===== src/sndag_pkg.sv =====
`timescale 1ns / 1ps
`default_nettype none

package sndag_pkg;

  // Table dimensions
  localparam int MAX_DIMS     = 8;
  localparam int MAX_OPERANDS = 4;

  // Index and count widths derived from the table dimensions
  localparam int DIM_W  = (MAX_DIMS > 1) ? $clog2(MAX_DIMS) : 1;
  localparam int OP_W   = (MAX_OPERANDS > 1) ? $clog2(MAX_OPERANDS) : 1;
  localparam int DCNT_W = $clog2(MAX_DIMS + 1);
  localparam int OCNT_W = $clog2(MAX_OPERANDS + 1);

  // Field widths
  localparam int WORD_W  = 32;
  localparam int MODE_W  = 3;
  localparam int DIMI_W  = 3;
  localparam int OPI_W   = 2;
  localparam int INNER_W = 4;
  localparam int OPO_W   = 2;

  // Stream and configuration port widths
  localparam int S_TDATA_W  = 48;
  localparam int S_TUSER_W  = MODE_W;
  localparam int M_TDATA_W  = WORD_W;
  localparam int M_TUSER_W  = OPO_W;
  localparam int DCFG_W     = 4;
  localparam int OCFG_W     = 3;
  localparam int CFG_IDX_W  = 2;
  localparam int CFG_DATA_W = 4;

  // Bit positions of the request fields in s_tdata
  localparam int TD_DIM_LO   = 0;
  localparam int TD_OPI_LO   = TD_DIM_LO + DIMI_W;
  localparam int TD_VAL_LO   = TD_OPI_LO + OPI_W;
  localparam int TD_INNER_LO = TD_VAL_LO + WORD_W;

  // Configuration register indexes
  localparam logic [CFG_IDX_W-1:0] CFG_DIM_COUNT     = 2'd0;
  localparam logic [CFG_IDX_W-1:0] CFG_OPERAND_COUNT = 2'd1;

  // Command queue
  localparam int QUEUE_DEPTH = 2;
  localparam int QPTR_W      = (QUEUE_DEPTH > 1) ? $clog2(QUEUE_DEPTH) : 1;
  localparam int QCNT_W      = $clog2(QUEUE_DEPTH + 1);

  // Request mode codes
  typedef enum logic [MODE_W-1:0] {
    MODE_LOAD_SIZE   = 3'd0,
    MODE_LOAD_STRIDE = 3'd1,
    MODE_LOAD_BASE   = 3'd2,
    MODE_START       = 3'd3,
    MODE_STEP        = 3'd4
  } mode_t;

  // Decoded command kinds
  typedef enum logic [2:0] {
    CMD_SIZE,
    CMD_STRIDE,
    CMD_BASE,
    CMD_START,
    CMD_STEP
  } cmd_kind_t;

  typedef struct packed {
    cmd_kind_t                kind;
    logic [DIMI_W-1:0]        dim;
    logic [OPI_W-1:0]         opnd;
    logic [WORD_W-1:0]        value;
    logic [INNER_W-1:0]       inner;
  } cmd_t;

  typedef struct packed {
    logic empty;
    logic full;
  } q_status_t;

  // Execution sequencer states
  typedef enum logic [2:0] {
    B_IDLE,
    B_SCAN,
    B_MUL,
    B_ADD,
    B_OUT
  } back_state_t;

endpackage

`default_nettype wire


===== src/sndag_front.sv =====
`timescale 1ns / 1ps
`default_nettype none

module sndag_front (
  input  wire logic                           s_tvalid,
  output logic                                s_tready,
  input  wire logic [sndag_pkg::S_TDATA_W-1:0] s_tdata,
  input  wire logic [sndag_pkg::S_TUSER_W-1:0] s_tuser,
  input  wire sndag_pkg::q_status_t           q_status,
  output logic                                push,
  output sndag_pkg::cmd_t                     cmd
);
  import sndag_pkg::*;

  logic accept;
  logic keep;

  // Requests are taken whenever the queue has room
  assign s_tready = !q_status.full;
  assign accept   = s_tvalid && s_tready;
  assign push     = accept && keep;

  // Unpack the request fields and classify; unknown modes and out-of-range loads are dropped
  always_comb begin
    cmd.dim   = s_tdata[TD_DIM_LO +: DIMI_W];
    cmd.opnd  = s_tdata[TD_OPI_LO +: OPI_W];
    cmd.value = s_tdata[TD_VAL_LO +: WORD_W];
    cmd.inner = s_tdata[TD_INNER_LO +: INNER_W];
    cmd.kind  = CMD_START;
    keep      = 1'b0;
    unique case (mode_t'(s_tuser))
      MODE_LOAD_SIZE: begin
        cmd.kind = CMD_SIZE;
        keep     = 32'(s_tdata[TD_DIM_LO +: DIMI_W]) < MAX_DIMS;
      end
      MODE_LOAD_STRIDE: begin
        cmd.kind = CMD_STRIDE;
        keep     = (32'(s_tdata[TD_DIM_LO +: DIMI_W]) < MAX_DIMS) &&
                   (32'(s_tdata[TD_OPI_LO +: OPI_W]) < MAX_OPERANDS);
      end
      MODE_LOAD_BASE: begin
        cmd.kind = CMD_BASE;
        keep     = 32'(s_tdata[TD_OPI_LO +: OPI_W]) < MAX_OPERANDS;
      end
      MODE_START: begin
        cmd.kind = CMD_START;
        keep     = 1'b1;
      end
      MODE_STEP: begin
        cmd.kind = CMD_STEP;
        keep     = 1'b1;
      end
      default: begin
        cmd.kind = CMD_START;
        keep     = 1'b0;
      end
    endcase
  end

endmodule

`default_nettype wire


===== src/sndag_queue.sv =====
`timescale 1ns / 1ps
`default_nettype none

module sndag_queue (
  input  wire logic            clk,
  input  wire logic            rst,
  input  wire logic            push,
  input  wire sndag_pkg::cmd_t cmd_in,
  input  wire logic            pop,
  output sndag_pkg::cmd_t      cmd_out,
  output sndag_pkg::q_status_t status
);
  import sndag_pkg::*;

  cmd_t              entries [QUEUE_DEPTH];
  logic [QPTR_W-1:0] wr_ptr;
  logic [QPTR_W-1:0] rd_ptr;
  logic [QCNT_W-1:0] count;

  assign status.empty = (count == '0);
  assign status.full  = (32'(count) == QUEUE_DEPTH);
  assign cmd_out      = entries[rd_ptr];

  // Pointer and fill count
  always_ff @(posedge clk) begin
    if (rst) begin
      wr_ptr <= '0;
      rd_ptr <= '0;
      count  <= '0;
    end else begin
      if (push) begin
        wr_ptr <= (32'(wr_ptr) == QUEUE_DEPTH - 1) ? '0 : wr_ptr + 1'b1;
      end
      if (pop) begin
        rd_ptr <= (32'(rd_ptr) == QUEUE_DEPTH - 1) ? '0 : rd_ptr + 1'b1;
      end
      if (push && !pop) begin
        count <= count + 1'b1;
      end else if (pop && !push) begin
        count <= count - 1'b1;
      end
    end
  end

  // Entry storage
  always_ff @(posedge clk) begin
    if (push) begin
      entries[wr_ptr] <= cmd_in;
    end
  end

endmodule

`default_nettype wire


===== src/sndag_back.sv =====
`timescale 1ns / 1ps
`default_nettype none

module sndag_back (
  input  wire logic                            clk,
  input  wire logic                            rst,
  input  wire logic [sndag_pkg::DCFG_W-1:0]    dim_count,
  input  wire logic [sndag_pkg::OCFG_W-1:0]    operand_count,
  input  wire sndag_pkg::q_status_t            q_status,
  input  wire sndag_pkg::cmd_t                 qcmd,
  output logic                                 pop,
  output logic                                 m_tvalid,
  input  wire logic                            m_tready,
  output logic [sndag_pkg::M_TDATA_W-1:0]      m_tdata,
  output logic [sndag_pkg::M_TUSER_W-1:0]      m_tuser,
  output logic                                 m_tlast
);
  import sndag_pkg::*;

  // Tables
  logic [WORD_W-1:0] counters [MAX_DIMS];
  logic [WORD_W-1:0] sizes    [MAX_DIMS];
  logic [WORD_W-1:0] strides  [MAX_OPERANDS][MAX_DIMS];
  logic [WORD_W-1:0] bases    [MAX_OPERANDS];

  back_state_t       state;
  back_state_t       state_next;
  logic [DCNT_W-1:0] d;
  logic [DCNT_W-1:0] first;
  logic [OCNT_W-1:0] op;
  logic [WORD_W-1:0] acc;
  logic [WORD_W-1:0] prod;

  logic [DCNT_W-1:0] nd;
  logic [OCNT_W-1:0] nops;
  logic [DIM_W-1:0]  d_idx;
  logic [OP_W-1:0]   op_idx;
  logic [WORD_W:0]   cnt_inc;
  logic [WORD_W:0]   size_ext;
  logic              wraps;
  logic              d_last;
  logic              op_last;
  logic              out_free;
  logic              out_load;
  logic              step_skip;

  // Effective counts, clamped to the table sizes
  assign nd   = (32'(dim_count) > MAX_DIMS) ? DCNT_W'(MAX_DIMS) : DCNT_W'(dim_count);
  assign nops = (32'(operand_count) > MAX_OPERANDS) ? OCNT_W'(MAX_OPERANDS)
                                                    : OCNT_W'(operand_count);

  assign d_idx   = DIM_W'(d);
  assign op_idx  = OP_W'(op);
  assign d_last  = (32'(d) + 1 >= 32'(nd));
  assign op_last = (32'(op) + 1 == 32'(nops));

  // Counter increment against a signed size
  assign cnt_inc  = {1'b0, counters[d_idx]} + 33'd1;
  assign size_ext = {sizes[d_idx][WORD_W-1], sizes[d_idx]};
  assign wraps    = $signed(cnt_inc) >= $signed(size_ext);

  assign step_skip = (32'(qcmd.inner) >= 32'(nd));
  assign out_free  = !m_tvalid || m_tready;

  // Next state
  always_comb begin
    state_next = state;
    unique case (state)
      B_IDLE: begin
        if (!q_status.empty) begin
          if (qcmd.kind == CMD_START) begin
            if (nops == '0) begin
              state_next = B_IDLE;
            end else if (nd == '0) begin
              state_next = B_OUT;
            end else begin
              state_next = B_MUL;
            end
          end else if (qcmd.kind == CMD_STEP) begin
            state_next = step_skip ? B_IDLE : B_SCAN;
          end
        end
      end
      B_SCAN: begin
        if (wraps) begin
          state_next = d_last ? B_IDLE : B_SCAN;
        end else begin
          state_next = (nops == '0) ? B_IDLE : B_MUL;
        end
      end
      B_MUL: begin
        state_next = B_ADD;
      end
      B_ADD: begin
        state_next = d_last ? B_OUT : B_MUL;
      end
      B_OUT: begin
        if (out_free) begin
          if (op_last) begin
            state_next = B_IDLE;
          end else begin
            state_next = (32'(first) >= 32'(nd)) ? B_OUT : B_MUL;
          end
        end
      end
      default: begin
        state_next = B_IDLE;
      end
    endcase
  end

  // Sequencer outputs
  always_comb begin
    pop      = 1'b0;
    out_load = 1'b0;
    unique case (state)
      B_IDLE:  pop      = !q_status.empty;
      B_OUT:   out_load = out_free;
      default: begin
        pop      = 1'b0;
        out_load = 1'b0;
      end
    endcase
  end

  // Control registers and tables with reset values
  always_ff @(posedge clk) begin
    if (rst) begin
      state    <= B_IDLE;
      m_tvalid <= 1'b0;
      for (int i = 0; i < MAX_DIMS; i++) begin
        counters[i] <= '0;
        sizes[i]    <= WORD_W'(1);
      end
      for (int p = 0; p < MAX_OPERANDS; p++) begin
        bases[p] <= '0;
        for (int i = 0; i < MAX_DIMS; i++) begin
          strides[p][i] <= '0;
        end
      end
    end else begin
      state <= state_next;
      if (out_load) begin
        m_tvalid <= 1'b1;
      end else if (m_tready) begin
        m_tvalid <= 1'b0;
      end

      // Table writes and odometer
      if (pop) begin
        case (qcmd.kind)
          CMD_SIZE:   sizes[DIM_W'(qcmd.dim)] <= qcmd.value;
          CMD_STRIDE: strides[OP_W'(qcmd.opnd)][DIM_W'(qcmd.dim)] <= qcmd.value;
          CMD_BASE:   bases[OP_W'(qcmd.opnd)] <= qcmd.value;
          CMD_START: begin
            for (int i = 0; i < MAX_DIMS; i++) begin
              counters[i] <= '0;
            end
          end
          default: ;
        endcase
      end
      if (state == B_SCAN) begin
        counters[d_idx] <= wraps ? '0 : cnt_inc[WORD_W-1:0];
      end
    end
  end

  // Datapath: dimension walk, multiply and accumulate, output register
  always_ff @(posedge clk) begin
    case (state)
      B_IDLE: begin
        if (qcmd.kind == CMD_STEP) begin
          d     <= DCNT_W'(qcmd.inner);
          first <= DCNT_W'(qcmd.inner);
        end else begin
          d     <= '0;
          first <= '0;
        end
        op  <= '0;
        acc <= bases[0];
      end
      B_SCAN: begin
        if (wraps) begin
          d <= d + 1'b1;
        end else begin
          d   <= first;
          op  <= '0;
          acc <= bases[0];
        end
      end
      B_MUL: begin
        prod <= strides[op_idx][d_idx] * counters[d_idx];
      end
      B_ADD: begin
        acc <= acc + prod;
        d   <= d + 1'b1;
      end
      B_OUT: begin
        if (out_free) begin
          m_tdata <= acc;
          m_tuser <= OPO_W'(op);
          m_tlast <= op_last;
          d       <= first;
          op      <= op + 1'b1;
          if (!op_last) begin
            acc <= bases[OP_W'(op + 1'b1)];
          end
        end
      end
      default: ;
    endcase
  end

endmodule

`default_nettype wire


===== src/strided_nd_address_generator_unit.sv =====
// Strided N-dimensional address generator.
//
// s_* carries requests: s_tuser is the mode (load size, load stride, load
// base, start, step); s_tdata carries dimension, operand, load value and the
// inner dimension count of a step. m_* returns one offset per operand, in
// operand order, with m_tuser the operand and m_tlast on the last operand.
// cfg_* writes dim_count (index 0) and operand_count (index 1); it is always
// ready and must only be used while the block is idle.
// Requests pass a two-entry command queue to a sequencer that executes them
// one at a time. A load writes its table entry as it leaves the queue. A
// start clears the counters and computes the offset of every operand; a step
// advances the odometer from its inner dimension and, unless it wraps past the
// last dimension, recomputes the offsets. Each stride product goes through a
// single shared 32-bit multiplier and accumulator.
// Reset clears the counters, strides and bases, sets every size to one,
// dim_count to 0 and operand_count to 1. A stalled receiver holds the output
// register; the sequencer waits and the queue fills, then s_tready drops.
`timescale 1ns / 1ps
`default_nettype none

module strided_nd_address_generator_unit (
  input  wire logic                             clk,
  input  wire logic                             rst,
  input  wire logic                             s_tvalid,
  output logic                                  s_tready,
  // [2:0] dim_index, [4:3] operand_index, [36:5] load_value,
  // [40:37] inner_dims, [47:41] zero
  input  wire logic [sndag_pkg::S_TDATA_W-1:0]  s_tdata,
  // [2:0] mode
  input  wire logic [sndag_pkg::S_TUSER_W-1:0]  s_tuser,
  output logic                                  m_tvalid,
  input  wire logic                             m_tready,
  // [31:0] offset
  output logic [sndag_pkg::M_TDATA_W-1:0]       m_tdata,
  // [1:0] operand
  output logic [sndag_pkg::M_TUSER_W-1:0]       m_tuser,
  output logic                                  m_tlast,
  input  wire logic                             cfg_valid,
  output logic                                  cfg_ready,
  input  wire logic [sndag_pkg::CFG_IDX_W-1:0]  cfg_index,
  input  wire logic [sndag_pkg::CFG_DATA_W-1:0] cfg_data
);
  import sndag_pkg::*;

  logic [DCFG_W-1:0] dim_count;
  logic [OCFG_W-1:0] operand_count;
  q_status_t         q_status;
  cmd_t              front_cmd;
  cmd_t              queue_cmd;
  logic              push;
  logic              pop;

  // Configuration registers
  assign cfg_ready = 1'b1;

  always_ff @(posedge clk) begin
    if (rst) begin
      dim_count     <= '0;
      operand_count <= OCFG_W'(1);
    end else if (cfg_valid && cfg_ready) begin
      case (cfg_index)
        CFG_DIM_COUNT:     dim_count     <= cfg_data[DCFG_W-1:0];
        CFG_OPERAND_COUNT: operand_count <= cfg_data[OCFG_W-1:0];
        default: ;
      endcase
    end
  end

  sndag_front u_front (
    .s_tvalid (s_tvalid),
    .s_tready (s_tready),
    .s_tdata  (s_tdata),
    .s_tuser  (s_tuser),
    .q_status (q_status),
    .push     (push),
    .cmd      (front_cmd)
  );

  sndag_queue u_queue (
    .clk     (clk),
    .rst     (rst),
    .push    (push),
    .cmd_in  (front_cmd),
    .pop     (pop),
    .cmd_out (queue_cmd),
    .status  (q_status)
  );

  sndag_back u_back (
    .clk           (clk),
    .rst           (rst),
    .dim_count     (dim_count),
    .operand_count (operand_count),
    .q_status      (q_status),
    .qcmd          (queue_cmd),
    .pop           (pop),
    .m_tvalid      (m_tvalid),
    .m_tready      (m_tready),
    .m_tdata       (m_tdata),
    .m_tuser       (m_tuser),
    .m_tlast       (m_tlast)
  );

endmodule

`default_nettype wire

===== config.mk =====
export PLATFORM = sky130hd
export DESIGN_NAME = strided_nd_address_generator_unit
export DESIGN_NICKNAME = d
export VERILOG_FILES = /design/src/sndag_pkg.sv /design/src/sndag_front.sv /design/src/sndag_queue.sv /design/src/sndag_back.sv /design/src/strided_nd_address_generator_unit.sv
export SDC_FILE = /design/constraint.sdc
export NUM_CORES = 2
export LEC_CHECK = 0
export ABC_AREA = 1
export BUFFER_PORTS_ARGS = -buffer_cell sky130_fd_sc_hd__buf_2
export CAP_MARGIN = 0
export CORE_UTILIZATION = 35
export DETAILED_ROUTE_END_ITERATION = 8
export GPL_TIMING_DRIVEN = 0
export PLACE_DENSITY_LB_ADDON = 0.08
export SYNTH_ARGS = -nofsm -noshare
export SYNTH_HDL_FRONTEND = slang
export SYNTH_SLANG_ARGS = --single-unit

===== constraint.sdc =====
create_clock -name clk -period 10.2 [get_ports clk]
set_input_delay 0.51 -clock clk [delete_from_list [all_inputs] [get_ports clk]]
set_output_delay 0.51 -clock clk [all_outputs]
set_load 0.01 [all_outputs]

[Yosys cells after proc, flatten, opt, wreduce, memory -nomap -nowiden]
Memories as Yosys holds them, arrays and structs flattened. A register that Yosys moved wholly into a read port is not among the register bits.
Cells that the tools add are included.
Word-level totals
  register bits: 125
  memory bits (writable): 1752
  word-level logic and storage cells: 195
  memories: 5
Memory list
  u_back.strides: depth 4, width 256, rd ports 1, clocked after Yosys merged registers in 1, wr ports 4, RTL line sndag_back.sv:23  | logic [WORD_W-1:0] strides [MAX_OPERANDS][MAX_DIMS];
  u_back.counters: depth 8, width 32, rd ports 1, clocked after Yosys merged registers in 1, wr ports 8, RTL line sndag_back.sv:21  | logic [WORD_W-1:0] counters [MAX_DIMS];
  u_back.sizes: depth 8, width 32, rd ports 1, clocked after Yosys merged registers in 1, wr ports 8, RTL line sndag_back.sv:22  | logic [WORD_W-1:0] sizes [MAX_DIMS];
  u_back.bases: depth 4, width 32, rd ports 2, clocked after Yosys merged registers in 0, wr ports 4, RTL line sndag_back.sv:24  | logic [WORD_W-1:0] bases [MAX_OPERANDS];
  u_queue.entries: depth 2, width 44, rd ports 1, clocked after Yosys merged registers in 1, wr ports 1, RTL line sndag_queue.sv:15  | cmd_t entries [QUEUE_DEPTH];
Operators by class
  $add $sub $neg: 10
  multiply operators: 1
  magnitude comparators: 9
  equality and inequality tests: 20
  multiplexer cells: 91
  bitwise operators: 10
  reductions and logical operators: 34
Operators by type and width (count)
  $mux 256: 3
  $mux 32: 18
  $reduce_or 256->1: 1
  $pmux 32 s4: 1
  $bmux 32 s3: 1
  $demux 32 s3: 1
  $reduce_or 32->1: 3
  $mux 3: 17
  $mux 1: 36
  $add 32x1->33 const B: 1
  $ge 33x32->1: 1
  $add 32x32->32: 1
  $eq 32x3->1: 1
  $ge 32x4->1: 1
  $mul 32x32->32: 1
  $eq 3x2->1 const B: 6
  $mux 4: 4
  $pmux 4 s4: 1
  $pmux 3 s5: 1
  $logic_not 3->1: 4
  $mux 2: 6
  $pmux 3 s4: 1
  $eq 3x1->1 const B: 3
  $eq 3x3->1 const B: 3
  other kinds (32): 59

[Logic depth before layout (Yosys ltp)]
  depth after elaboration: 8
  mapped depth: 46

[By module]
Synthesis repeated with hierarchy kept, for this count alone.
Second synthesis, totals
  cells, all modules: 10574
  area, all modules: 101726.3 µm²
Modules (own cells, without submodules)
  sndag_back: times used 1, cells each 10305, area each 97437.2 µm²
  sndag_queue: times used 1, cells each 170, area each 3606.0 µm²
  sndag_front: times used 1, cells each 52, area each 352.8 µm²
  strided_nd_address_generator_unit: times used 1, cells each 47, area each 330.3 µm²

[Worst setup path before layout]
Ideal clock, no wire load.
  path kind: reg-to-reg
  start: register u_back.d[0]
  end: register u_back.prod[25], data pin
  arrival time: 7.802 ns
  data required time: 9.935 ns
  setup slack: 2.132 ns
  cell stages (with the launch flop): 34
  clock period less this slack: 8.068 ns
  cell sequence: edfxtp_1 buf_2 nor3_1 clkbuf_1 nand2_1 nand2_1 nor2_1 nand2_1 clkbuf_1 clkinv_1 clkbuf_1 nor2_1 fa_1 fa_1 fa_1 inv_1 fa_1 inv_1 ha_1 ha_1 fa_1 inv_1 fa_1 inv_1 ha_1 a21oi_1 o21ai_0 a21boi_0 o21ai_1 a21boi_0 o21ai_1 a21oi_1 o21ai_0 xor2_1
On the way
  cells in the longest elaborated chain, start to end: 5
Ends and longest elaborated chain
  start, declared: RTL line sndag_back.sv:28  | logic [DCNT_W-1:0] d;
  start signal, assigned: RTL line sndag_back.sv:174  | d <= DCNT_W'(qcmd.inner);
  start signal, assigned: RTL line sndag_back.sv:185  | d <= d + 1'b1;
  start signal, assigned: RTL line sndag_back.sv:187  | d <= first;
  $not 3->4 (not written as such): RTL line sndag_back.sv:193  | prod <= strides[op_idx][d_idx] * counters[d_idx];
  $bmux 32 s3: RTL line sndag_back.sv:193
  $mux 32 (not written as such) (2 in a row): RTL line sndag_back.sv:193
  $mul 32x32->32: RTL line sndag_back.sv:193
  end signal, assigned: RTL line sndag_back.sv:193
  end, declared: RTL line sndag_back.sv:32  | logic [WORD_W-1:0] prod;
No other way between the ends. The select of a mux whose other input is x is not followed.
A chain may end at the register's enable or synchronous reset.

==> metrics.md <==
| Metric | Value |
|---|---|
| Status | `finished with violations` |
| Failing checks | `max-capacitance violations, max-slew violations` |
| Syn_area_per_cell | `9.75 sq um` |
| Initial Util | `35.2%` |
| RSZ-0062 raised after global routing | `no` |
| Boundary Pins | `100` |
| RR Endpoint | `u_back.prod[31]` |
| Gate Count Post-Synth | `10300` |
| Synth Register Bits | `1883` |
| 1st-pass router iterations | `8` |
| Die area | `289000 sq um` |
| Crit share post-route | `98.7%` |
| Placed wire-length estimate | `349 mm` |
| Net count after synthesis | `11000` |
| DIE HEIGHT | `537 microns` |
| Max-slew headroom | `-6.76%` |
| Critical path class | `flip-flop to flip-flop` |
| CP max-delay cell | `fa_1` |
| Top-count cell post-synth | `nor2_1` |
| CTS clk-pin slew, worst paths | `0.06 ns` |
| Drc violations | `0` |
| Ys async rst share | `0%` |
| CORE AREA | `285000 sq um` |
| Dpl ws | `-2.33 ns` |
| First-pass GRT wire length | `665 mm` |
| Drt total wl | `496 mm` |
| Initial DRC Count | `12300` |
| Fin nets | `11400` |
| Endpoints failing setup | `0` |
| Post-synthesis sequential area ratio | `56.1%` |
| Area Overhead vs Synth | `15.1%` |
| Synth top area cells | `edfxtp_1 56%, nor2_1 12%, fa_1 8.2%` |
| Worst setup margin | `0.135 ns` |
| Final Skew | `0.124 ns` |
| Data arrival time of the critical path | `10.75 ns` |
| Internal reg-to-reg setup slack | `0.13 ns` |
| H-tree Lvls | `4` |
| Final hold vios | `0` |
| DR vias/cell | `5.70` |
| Crit path largest cell delay | `0.65 ns` |
| Synth Cell Area | `100000 sq um` |
| Layout cell share with drive strength beyond 1 | `9.02%` |
| Max Cap Viol | `8` |
| Synth Flop Type | `edfxtp_1` |
| Unique masters post-synth | `64` |
| Area of the multi-input gates | `38700 sq um` |
| Most Frequent Cell on Critical Path | `nand2_1` |
| DIE WIDTH | `537 microns` |
| Antenna violations before repair | `65` |
| Largest net degree at the start of global routing | `33` |
| Clock Root Buffer | `clkbuf_16` |
| CTS tree | `done` |
| Total track usage | `33.9%` |
| EDFF count, synth | `1862` |
| GRT overflow | `0` |
| # rows | `196` |
| Worst Hold End | `u_queue.wr_ptr` |
| Wirelength per Cell | `33.8 microns` |
| Clock latency on the worst-skew pair | `0.99 ns` |
| CP Launch Type | `flip-flop` |
| Filler cells | `28300` |
| Synth top area share | `55.7%` |
| Max Clk Rate | `99.4 MHz` |
| Hold Crit Start | `s_tvalid` |
| Sequential cell area | `56300 sq um` |
| Post-layout minimum cycle time | `10.07 ns` |
| CP required | `10.88 ns` |
| Global placement routability congestion | `1.00` |
| Worst-path maximum fanout | `10` |
| Max clock buf depth | `4` |
| IO buf count | `90` |
| Syn. warnings | `0` |
| Vias after detailed routing | `83700` |
| Clock sinks | `1883` |
| Top post-synthesis cells by count | `3135 x nor2_1, 1862 x edfxtp_1, 1286 x nand2_1` |
| HP Class | `input port to flip-flop` |
| Routed Antenna Nets | `0` |
| Worst r2r path cells | `38` |
| Area leader, netlist | `edfxtp_1` |
| Tightest Pin Transition | `1.60 ns` |
| CTS Buf Count | `218` |
| Max-slew violations | `61` |
| Placed insts | `14200` |
| Vias in the first global route | `78800` |
| Final Core Density | `40.5%` |
| Non-Filler Instances | `14700` |
| Endpoint type of the worst setup path | `flip-flop` |
| Hold Path Depth | `5` |
-- sequential cells by signal, summed over array words and instances, names as in the netlist, named ones only --
signal	cells
operand_count	3
u_back.d	4
u_back.m_tvalid	1
u_queue.rd_ptr	1
dim_count	4
u_queue.entries	88
u_back.op	3
u_back.state	3
u_back.first	4
u_queue.wr_ptr	1
u_back.prod	32
u_back.acc	32
u_back.m_tuser	2
u_back.strides	1024
u_back.m_tdata	32
u_back.bases	128
u_back.m_tlast	1
u_back.sizes	256
u_back.counters	256
u_queue.count	2
-- layer usage --
| metal | wire, microns | up-vias | part of all wire, % | GRT usage, % |
|---|---|---|---|---|
| met1 | 194000 | 42200 | 39 | 44.1 |
| li1 | - | 34800 | - | - |
| met5 | 199 | - | 0.040 | 0 |
| met4 | 34600 | 26 | 7.0 | 20.8 |
| met3 | 53500 | 1245 | 11 | 8.15 |
| met2 | 214000 | 5363 | 43 | 50.9 |
-- timing repair --
| action | in CTS | in global routing |
|---|---|---|
| endpoints found under the setup margin | 23 | 3 |
| hold buffers | 56 | 0 |
| pin swaps | 2 | 7 |
| setup buffers | 3 | 8 |
| hold endpoints to repair | 95 | 0 |
| resized for setup | 235 | 87 |
-- cell families (layout without fill, tap and decap cells) --
group | after synthesis | count (layout) | synth area share, %
multiplexers | 34 | 34 | 0.352
other | 1 | 32 | 0.00374
AND/OR/NAND/NOR | 4650 | 4650 | 17.9
adder cells (fa/ha/maj) | 612 | 612 | 10.7
flip-flops | 1883 | 1883 | 56.1
AO/OA/AOI/OAI | 1519 | 1519 | 8.25
buffers and inverters | 1514 | 2114 | 5.99
XOR/XNOR | 77 | 77 | 0.672
-- layout by cell type, fill, tap and decap left out, types with 54 or more instances in the layout --
| cell | netlist | layout |
|---|---|---|
| nor2_1 | 3135 | 3123 |
| edfxtp_1 | 1862 | 1862 |
| nand2_1 | 1286 | 1215 |
| o21ai_0 | 953 | 947 |
| inv_1 | 787 | 777 |
| clkbuf_1 | 524 | 439 |
| fa_1 | 409 | 409 |
| clkbuf_16 | 0 | 220 |
| ha_1 | 203 | 203 |
| a21oi_1 | 200 | 198 |
| o22ai_1 | 196 | 194 |
| buf_2 | 110 | 162 |
| nand3_1 | 104 | 104 |
| clkbuf_2 | 0 | 67 |
| xor2_1 | 59 | 59 |
| o21ai_1 | 55 | 59 |
| dlygate4sd3_1 | 0 | 56 |
| buf_4 | 28 | 54 |
-- area by class of cell --
type                            instances  area share (%)
Sequential cell                      1883            48.8
Multi-Input combinational cell       6893            33.5
Clock buffer                          262            4.90
Tap cell                             3762            4.08
Buffer                                681            2.92
Inverter                              827            2.72
Timing Repair Buffer                  225            2.11
Clock inverter                        119           0.929
Antenna cell                           31          0.0672
-- worst max path at each step --
stage | to
after floorplan | u_back.prod[25]
after global placement | u_back.prod[31]
after detailed placement | u_back.prod[31]
after CTS | u_back.prod[31]
after global routing | u_back.prod[31]
final | u_back.prod[31]
-- critical path: cells and delay by family (launching register included) --
family / cells / cell delay [ns]
AND/OR/NAND/NOR: 17 / 2.66
AO/OA/AOI/OAI: 2 / 0.28
adder cells (fa/ha/maj): 9 / 4.32
flip-flops: 1 / 0.31
buffers and inverters: 10 / 2.15
-- stage by stage --
stage          instance area [sq um]  hold WS (ns)  setup TNS [ns]
6_report                      116000        0.0521               0
4_1_cts                       115000       0.00734               0
2_1_floorplan                 100000         0.426               0
5_1_grt                       115000        0.0978               0
3_5_place_dp                  107000         0.451          -32.56
3_3_place_gp                  106000         0.436          -42.87
Power is left out: the tool's default activity adds up to more than one toggle a clock period on the data nets, which glitch-free logic cannot reach.
